File: src/dq_pkg.sv
// Shared types and codes for the double-ended queue.
`timescale 1ns / 1ps

package dq_pkg;

    // Fixed widths of the transfer fields.
    localparam int FIELD_W = 32;
    localparam int MODE_W  = 3;
    localparam int STAT_W  = 2;

    typedef logic [MODE_W-1:0] t_mode;
    typedef logic [STAT_W-1:0] t_status;

    // Operation codes carried by the mode field.
    localparam t_mode MODE_PUSH_FRONT = 3'd0;
    localparam t_mode MODE_PUSH_BACK  = 3'd1;
    localparam t_mode MODE_POP_FRONT  = 3'd2;
    localparam t_mode MODE_POP_BACK   = 3'd3;
    localparam t_mode MODE_NOP        = 3'd4;

    // Result status codes.
    localparam t_status STAT_DONE  = 2'd0;
    localparam t_status STAT_FULL  = 2'd1;
    localparam t_status STAT_EMPTY = 2'd2;

    // Strobes from the sequencer to the entry memory.
    typedef struct packed {
        logic wr_en;
        logic rd_en;
    } t_mem_ctl;

endpackage

File: src/dq_ctrl.sv
// Sequencer: head and count update, memory addressing and handshakes.
`timescale 1ns / 1ps

module dq_ctrl #(
    parameter int DEPTH = 1024,
    parameter int AW    = $clog2(DEPTH),
    parameter int CW    = $clog2(DEPTH + 1)
) (
    input  logic              i_clk,
    input  logic              i_rst_n,
    input  logic              i_valid,
    output logic              o_stall,
    input  dq_pkg::t_mode     i_mode,
    output logic              o_valid,
    input  logic              i_stall,
    output dq_pkg::t_mem_ctl  o_mem_ctl,
    output logic [AW-1:0]     o_wr_addr,
    output logic [AW-1:0]     o_rd_addr_front,
    output logic [AW-1:0]     o_rd_addr_back,
    output logic [CW-1:0]     o_count,
    output dq_pkg::t_status   o_status
);
    import dq_pkg::*;

    localparam int SUMW = CW + 1;

    localparam logic [1:0] S_IDLE = 2'd0;
    localparam logic [1:0] S_READ = 2'd1;
    localparam logic [1:0] S_OUT  = 2'd2;

    logic [1:0]    r_state, n_state;
    logic [AW-1:0] r_head, n_head;
    logic [CW-1:0] r_count, n_count;
    t_status       r_status, n_status;

    logic            accept;
    logic            full;
    logic            empty;
    logic [AW-1:0]   head_dec;
    logic [AW-1:0]   head_inc;
    logic [SUMW-1:0] tail_sum;
    logic [AW-1:0]   tail;
    logic [AW-1:0]   back;
    logic            wr_en;

    assign accept = i_valid && (r_state == S_IDLE);
    assign full   = (r_count == CW'(DEPTH));
    assign empty  = (r_count == '0);

    // Circular index arithmetic; the store need not be a power of two deep.
    assign head_dec = (r_head == '0) ? AW'(DEPTH - 1) : r_head - AW'(1);
    assign head_inc = (r_head == AW'(DEPTH - 1)) ? '0 : r_head + AW'(1);
    assign tail_sum = SUMW'(r_head) + SUMW'(r_count);
    assign tail     = (tail_sum >= SUMW'(DEPTH)) ? AW'(tail_sum - SUMW'(DEPTH))
                                                 : AW'(tail_sum);
    assign back     = (tail == '0) ? AW'(DEPTH - 1) : tail - AW'(1);

    // Operation decode, applied in the cycle the input transfer happens.
    always_comb begin
        n_head   = r_head;
        n_count  = r_count;
        n_status = r_status;
        wr_en    = 1'b0;
        o_wr_addr = tail;
        if (accept) begin
            n_status = STAT_DONE;
            unique case (i_mode)
                MODE_PUSH_FRONT: begin
                    if (full) begin
                        n_status = STAT_FULL;
                    end else begin
                        n_head    = head_dec;
                        n_count   = r_count + CW'(1);
                        wr_en     = 1'b1;
                        o_wr_addr = head_dec;
                    end
                end
                MODE_PUSH_BACK: begin
                    if (full) begin
                        n_status = STAT_FULL;
                    end else begin
                        n_count = r_count + CW'(1);
                        wr_en   = 1'b1;
                    end
                end
                MODE_POP_FRONT: begin
                    if (empty) begin
                        n_status = STAT_EMPTY;
                    end else begin
                        n_head  = head_inc;
                        n_count = r_count - CW'(1);
                    end
                end
                MODE_POP_BACK: begin
                    if (empty) begin
                        n_status = STAT_EMPTY;
                    end else begin
                        n_count = r_count - CW'(1);
                    end
                end
                default: begin
                    n_status = STAT_DONE;
                end
            endcase
        end
    end

    // Sequence: take the operation, read both ends, present the result.
    always_comb begin
        n_state = r_state;
        unique case (r_state)
            S_IDLE: if (accept) n_state = S_READ;
            S_READ: n_state = S_OUT;
            S_OUT:  if (!i_stall) n_state = S_IDLE;
            default: n_state = S_IDLE;
        endcase
    end

    always_ff @(posedge i_clk) begin
        if (!i_rst_n) begin
            r_state  <= S_IDLE;
            r_head   <= '0;
            r_count  <= '0;
            r_status <= STAT_DONE;
        end else begin
            r_state  <= n_state;
            r_head   <= n_head;
            r_count  <= n_count;
            r_status <= n_status;
        end
    end

    assign o_mem_ctl.wr_en = wr_en;
    assign o_mem_ctl.rd_en = (r_state == S_READ);
    assign o_rd_addr_front = r_head;
    assign o_rd_addr_back  = back;
    assign o_stall         = (r_state != S_IDLE);
    assign o_valid         = (r_state == S_OUT);
    assign o_count         = r_count;
    assign o_status        = r_status;

endmodule

File: config.mk
export PLATFORM = sky130hd
export DESIGN_NAME = dq_ctrl
export DESIGN_NICKNAME = d
export VERILOG_FILES = /design/src/dq_pkg.sv /design/src/dq_ctrl.sv
export SDC_FILE = /design/constraint.sdc
export NUM_CORES = 1
export LEC_CHECK = 0
export BUFFER_PORTS_ARGS = -buffer_cell sky130_fd_sc_hd__buf_2
export CORE_MARGIN = 2
export CORE_UTILIZATION = 35
export CTS_CLUSTER_DIAMETER = 150
export DETAILED_ROUTE_END_ITERATION = 8
export PLACE_DENSITY_LB_ADDON = 0.12
export SLEW_MARGIN = 20
export SYNTH_ARGS = -nofsm -noshare
export SYNTH_HDL_FRONTEND = slang
export SYNTH_SLANG_ARGS = --single-unit
export TNS_END_PERCENT = 100
File: constraint.sdc
create_clock -name i_clk -period 4.16 [get_ports i_clk]
set_input_delay 1.04 -clock i_clk [delete_from_list [all_inputs] [get_ports i_clk]]
set_output_delay 1.04 -clock i_clk [all_outputs]
set_load 0.005 [all_outputs]
==> After elaboration in Yosys (flattened, before gate mapping) <==
Cells that the tools add are included.
{ "op_classes": {"n_lt_le_gt_ge": 1, "n_eq_ne": 13, "muxes": 22, "addsub": 7, "n_reduce_logical": 14} }
{ "op_table": {"columns": ["op", "count"], "rows": [
  ["10-bit two-way mux", 9],
  ["10-bit by 1-bit subtractor with 10-bit output (second input constant)", 3],
  ["11-bit two-way mux", 2],
  ["11-bit one-hot mux with 2 select lines", 1],
  ["10-bit logical NOT", 2],
  ["10-bit one-hot mux with 2 select lines", 1],
  ["10-bit by 11-bit adder with 12-bit output", 1],
  ["12-bit by 11-bit >= comparator with 1-bit output (second input constant)", 1],
  ["2-bit != test (second input constant)", 6],
  ["11-bit by 1-bit adder with 11-bit output (second input constant)", 1],
  ["11-bit == test (second input constant)", 1],
  ["11-bit logical NOT", 1],
  ["11-bit by 1-bit subtractor with 11-bit output (second input constant)", 1],
  ["10-bit by 1-bit adder with 10-bit output (second input constant)", 1],
  ["10-bit == test (second input constant)", 1],
  ["4-bit AND reduction", 2],
  ["3-bit by 2-bit == test with 1-bit output (second input constant)", 2],
  ["2-bit two-way mux", 3],
  ["2-bit one-hot mux with 3 select lines", 1],
  ["2-bit nonzero test", 3],
  ["1-bit two-way mux", 4],
  ["2-bit one-hot mux with 2 select lines", 1],
  ["2-bit OR reduction", 2],
  ["3-bit by 1-bit == test with 1-bit output (second input constant)", 1],
  ["other kinds (6)", 6]
]} }
{ "totals": {"ff_bits": 25, "wordCells": 61, "inputBits": 7} }

==> Depth between registers and ports, before layout <==
{ "depth": {"depth_word": 6, "ltp_mapped": 12, "depth_no_buf": 10} }

==> Worst setup path after synthesis <==
Ideal clock, no wire load.
{ "synth_timing": {"path_kind": "reg-to-output", "start": "register r_head[0], in the netlist o_rd_addr_front[0]", "end": "output port o_rd_addr_back[7]", "t_arrival_ns": 2.404, "t_required_ns": 3.120, "setup_slack_ns": 0.716, "stages_incl_launch_ff": 10, "path_buffers": 0, "cell_sequence": "dfxtp_1 ha_1 fa_1 a21o_1 a221oi_4 xnor2_2 nor4_4 nand2_1 xnor2_1 nand2_1"} }
{ "synth_between": {"elab_chain_cells": 5} }
{ "synth_rtl": {"columns": ["element", "line_no", "source"], "rows": [
  ["start, declared", "dq_ctrl.sv:32", "logic [AW-1:0] r_head, n_head;"],
  ["start signal, assigned", "dq_ctrl.sv:127", "r_head <= n_head;"],
  ["10-bit by 11-bit adder with 12-bit output *", "dq_ctrl.sv:53", "assign tail_sum = SUMW'(r_head) + SUMW'(r_count);"],
  ["10-bit by 1-bit subtractor with 10-bit output / 12-bit by 11-bit >= comparator with 1-bit output (equally long branches)", "dq_ctrl.sv:54", "assign tail = (tail_sum >= SUMW'(DEPTH)) ? AW'(tail_sum - SUMW'(DEPTH))"],
  ["10-bit two-way mux *", "dq_ctrl.sv:54", null],
  ["10-bit by 1-bit subtractor with 10-bit output / 10-bit logical NOT (equally long branches)", "dq_ctrl.sv:56", "assign back = (tail == '0) ? AW'(DEPTH - 1) : tail - AW'(1);"],
  ["10-bit two-way mux *", "dq_ctrl.sv:56", null],
  ["end, declared", "dq_ctrl.sv:19", "output logic [AW-1:0] o_rd_addr_back,"]
]} }
Every way passes the cells marked *; elsewhere a longest branch is shown, timed or not.

==> Final worst setup path <==
{ "layout_timing": {"start": "register r_head[0], in the netlist o_rd_addr_front[0]", "end": "output port o_rd_addr_back[6]"} }
The elaborated chain is that of the path after synthesis.

==> results.md <==
- The number of antenna violations at the first check in global routing is 0.
- For the pin with the worst max-slew slack, the measured transition is 0.851 ns.
- The clock network accounts for roughly 18% of the total power.
- The share of total power dissipated in combinational logic is approximately 51%.
- The clock-pin slew reported for the worst setup and hold paths after clock tree synthesis is around 0.090 ns.
- The peak clock frequency supported by timing is 255 MHz.
- The number of top-level pins is 54.
- After the last flow step, the layout net total stands at 438.
- The worst register-to-register path begins at o_rd_addr_front[1].
- At the worst endpoint, the arrival time is 2.88 ns.
- In this run the worst setup path begins at o_rd_addr_front[0].
- The number of standard cells after synthesis is roughly 360.
- The count of buffers added by post-CTS timing repair for setup is 0.
- Detailed routing inserted a total of between 2000 and 3000 vias.
- The commonest cells after synthesis are sky130_fd_sc_hd__nand2_1, sky130_fd_sc_hd__nor2_1, sky130_fd_sc_hd__a21oi_1.
- In the routed layout, each cell is associated on average with a via count of ~5.3.
- By instance count, the leading cell after synthesis is sky130_fd_sc_hd__nand2_1.
- Setup repair after global routing left no endpoint under its margin.
- The sequential share of the synthesized area is between 10% and 20%.
- Counting instances, the worst hold path has a depth of 2.
- The sequential power share is a little under a third.
- The post-route DRC violation count is 0.
- The x dimension of the die is approximately 94 um.
- The CTS tree is done.
- The number of buffer and inverter instances along the worst setup path is 1.
- On the final layout, the worst clock skew is roughly 0.0016 ns.
- Routability-driven placement finished with a final weighted congestion of ~0.84.
- The number of levels the H-tree was split into is 1.
- The primary flip-flop cell chosen by synthesis mapping is sky130_fd_sc_hd__dfxtp_1.
- The worst setup path is of the register to output port kind.
- The leakage power of the design is approximately 1.5 nW.
- The synthesized design contains 0 enable-type register cells.
- The effective utilization at floorplan is 36.4%.
- The detailed placer's ending HPWL is just over 6000 um.
- The synthesized area per cell is 7.78 um2.
- The top routing layer in use is met4.
- The total stage count of the critical path is 10.
- Yosys attributes the largest share of cell area to sky130_fd_sc_hd__dfxtp_1, sky130_fd_sc_hd__ha_1, sky130_fd_sc_hd__xnor2_1.
- The count of hold-fix buffers inserted at cts is 0.
- The setup TNS after final layout is 0 ns.
- The worst path uses between 90% and 100% of the clock period.
- After synthesis, the share of flip-flops with an asynchronous set or reset is 0%.
- Cell internal power was estimated by the tool at between 0.5 and 0.6 mW.
- In the final routed layout, each cell accounts on average for 15.4 um.
- The worst-case reg-to-reg path depth is 9.
- Once detail routing completed, the nets flagged for antenna violations numbered 0.
- In this run the power spent charging and discharging nets is around 0.35 mW.
- sky130_fd_sc_hd__dfxtp_1 takes more of the synthesized area than any other cell.
- The clock drives 25 sinks.
- The post-synth net total is just under 400.
- The CTS root buffer is sky130_fd_sc_hd__clkbuf_8.
- Max-cap violations in this run came to 0.
- Across all hold checks on the routed design, the worst slack comes to about 0.51 ns.
- The proportion of total power due to net switching is around two fifths.
- The synthesized cell area is about 2800 um2.
- The post-route netlist has roughly a fifth of its cells at a drive strength greater than 1.
- Entering global routing, the biggest net connects 28 pins.
- The worst setup path is launched from a register.
- From synthesis to final layout, the design area changed by 13.5%.
- The power density of the placed cells is ~270 nW/um2.
- For this block, wires on met1 add up to about 3700 um.
- The setup slack of the worst register-to-register path is approximately 1.8 ns.
- The reg-to-reg endpoint is o_rd_addr_front[7].
- Traced cell by cell, the critical path runs through ha_1 > fa_1 > a21o_1 > a221oi_4 > a21oi_1 > o221ai_2 > o311ai_4 > a211oi_1 > nor2_1 > buf_2.
- The total grt overflow is 0.
- The number of hold violations in the final report is 0.
- Wire segments on met3 add up to about 420 um in the final route.
- The largest single stage delay on the critical path is about 0.40 ns.
- The top fanout value on the critical path is 10.
- The die covers between 8000 and 9000 um2.
- The synthesized design contains 25 register bits.
- The total area inside the core boundary comes to approximately 8000 um2.
- The worst pin sits at a relative slew slack of 42.9%.
- The die is between 90 and 100 um tall.
- The worst min-delay path endpoint is o_status[0].
- The largest individual stage delay along the critical path comes from the cell sky130_fd_sc_hd__dfxtp_1.
- STA classifies the critical path endpoint as an output port.
- The top cell type by area accounts for about 18% of the synthesized area.
- The CTS buffer count is 3.
- Setup violations remaining at the end of the flow were counted as 0.
- The min-delay analysis places its worst path in the category register to register.
- The data required time of the worst path is ~3.1 ns.
- The number of unique standard cell types used by synthesis is between 60 and 70.
- Summed over all layers, the routed wires come to a little under 8000 um.
- The count of yosys warnings during synthesis is 0.
- In this run the tool buffered the top-level ports with 53 buffer cells.
- 0 antenna diodes ended up in the layout.
- After floorplanning, the core was divided into 32 placement rows.
- The run finished with clean final reports.
- The routed design could run at a clock period as short as between 3 and 4 ns.
- The buffer depth of the longest clock path is 2.
- The total track usage is 18.3%.
- The number of global-route vias before repair was 2464.
- The violation count after the first detailed-route iteration is 158.
- The cell family with the largest share of critical-path delay is compound AO/OA/AOI/OAI gates.
- The first detailed-routing pass took 4 iterations.
- The wire length on met2 is approximately 3600 um.
- The maximum vdd ir drop is 0.000120 V.
- For the worst-skew pair, the clock arrives at the later sink with an insertion delay of 0.27 ns.
- The global-route wire length before repair is 12900 um.
- The worst hold path begins at o_status[0].
- The max-slew violation count was 0.
-- per-stage QoR --
step	total power [mW]	area, um2	utilization, %	instances	setup WS (ns)
2_1_floorplan	0.588	2830	-	364	0.716
3_3_place_gp	0.716	3150	40.5	504	0.482
3_5_place_dp	0.715	3150	40.5	504	0.435
4_1_cts	0.869	3190	41.1	508	0.111
5_1_grt	0.938	3210	41.3	508	0.0272
6_report	0.861	3210	41.3	508	0.242
-- registers in the layout, indices dropped and copies added (netlist names) --
register,flops
r_state,2
o_rd_addr_front,10
o_count,11
o_status,2
-- worst reg2reg max path: stages (launching register included) --
cell and delay, ns:
sky130_fd_sc_hd__dfxtp_1 0.44, sky130_fd_sc_hd__inv_1 0.10, sky130_fd_sc_hd__ha_1 0.23, sky130_fd_sc_hd__or4b_4 0.51, sky130_fd_sc_hd__o32ai_1 0.25, sky130_fd_sc_hd__a21oi_1 0.10, sky130_fd_sc_hd__a31oi_1 0.30, sky130_fd_sc_hd__a22oi_1 0.14
sky130_fd_sc_hd__o21ai_0 0.14, sky130_fd_sc_hd__and2_1 0.14
-- cell families after synthesis --
| group | share of synthesized area, % |
|---|---|
| muxes | 3.18 |
| adders and majority gates | 11.1 |
| DFF | 17.7 |
| xor gates and xnor gates | 9.86 |
| buffers and inverters | 5.79 |
| AOI/OAI and AO/OA | 26.0 |
| and+or+nand+nor | 26.3 |
-- power groups by stage --
stage | clock (mW) | combinational, mW | sequential [mW]
detailed placement | 0 | 0.436 | 0.280
finish | 0.151 | 0.437 | 0.274
CTS | 0.157 | 0.438 | 0.274
floorplan | 0 | 0.317 | 0.271
global placement | 0 | 0.436 | 0.279
global route | 0.168 | 0.494 | 0.277
-- cell type report --
class	count	area (um2)
clock buffer	4	45.0
inverter	10	37.5
fill	804	4560
sequential	25	502
multi-input combinational	307	2180
tap	102	128
timing repair buffer	60	318
-- cell usage in the layout, fill, tap and decap left out, types with 3 or more instances in the layout --
master	n
sky130_fd_sc_hd__buf_2	53
sky130_fd_sc_hd__nand2_1	37
sky130_fd_sc_hd__nor2_1	32
sky130_fd_sc_hd__a21oi_1	31
sky130_fd_sc_hd__dfxtp_1	24
sky130_fd_sc_hd__ha_1	22
sky130_fd_sc_hd__xnor2_1	21
sky130_fd_sc_hd__o21ai_0	18
sky130_fd_sc_hd__nor2b_1	12
sky130_fd_sc_hd__inv_1	10
sky130_fd_sc_hd__xor2_1	9
sky130_fd_sc_hd__mux2i_1	9
sky130_fd_sc_hd__nand3_1	9
sky130_fd_sc_hd__nor3_1	8
sky130_fd_sc_hd__buf_4	7
sky130_fd_sc_hd__a21o_1	6
sky130_fd_sc_hd__a31oi_1	6
sky130_fd_sc_hd__and2_1	5
sky130_fd_sc_hd__and3_1	5
sky130_fd_sc_hd__or3_1	4
sky130_fd_sc_hd__o21a_1	4
sky130_fd_sc_hd__nand2b_1	3
sky130_fd_sc_hd__o21bai_1	3
sky130_fd_sc_hd__nor4_1	3
sky130_fd_sc_hd__o21ai_1	3
sky130_fd_sc_hd__nand4_1	3
sky130_fd_sc_hd__a211oi_1	3
sky130_fd_sc_hd__o211a_1	3
sky130_fd_sc_hd__a21boi_1	3
sky130_fd_sc_hd__a22oi_1	3
sky130_fd_sc_hd__clkbuf_8	3
-- layer usage --
| layer | track usage (%) | vias up |
|---|---|---|
| met5 | 0 | - |
| met4 | 3.62 | 0 |
| met3 | 1.85 | 4 |
| met2 | 30.1 | 88 |
| met1 | 26.1 | 1221 |
| li1 | - | 1399 |
-- how the worst max path moves through the flow --
| stage | end | slack (ns) |
|---|---|---|
| 2_1_floorplan | o_rd_addr_back[7] | 0.72 |
| 3_3_place_gp | o_rd_addr_back[7] | 0.48 |
| 3_5_place_dp | o_rd_addr_back[9] | 0.44 |
| 4_1_cts | o_rd_addr_back[9] | 0.11 |
| 5_1_grt | o_rd_addr_back[9] | 0.03 |
| 6_report | o_rd_addr_back[6] | 0.24 |
-- what timing repair did --
| item | 4_1_cts | 5_1_grt |
|---|---|---|
| endpoints found under the setup margin | 0 | 10 |
| endpoints found under the hold margin | 0 | 0 |
| gates resized for setup | 0 | 3 |
Note: power is estimated with default switching activity, not from simulation.
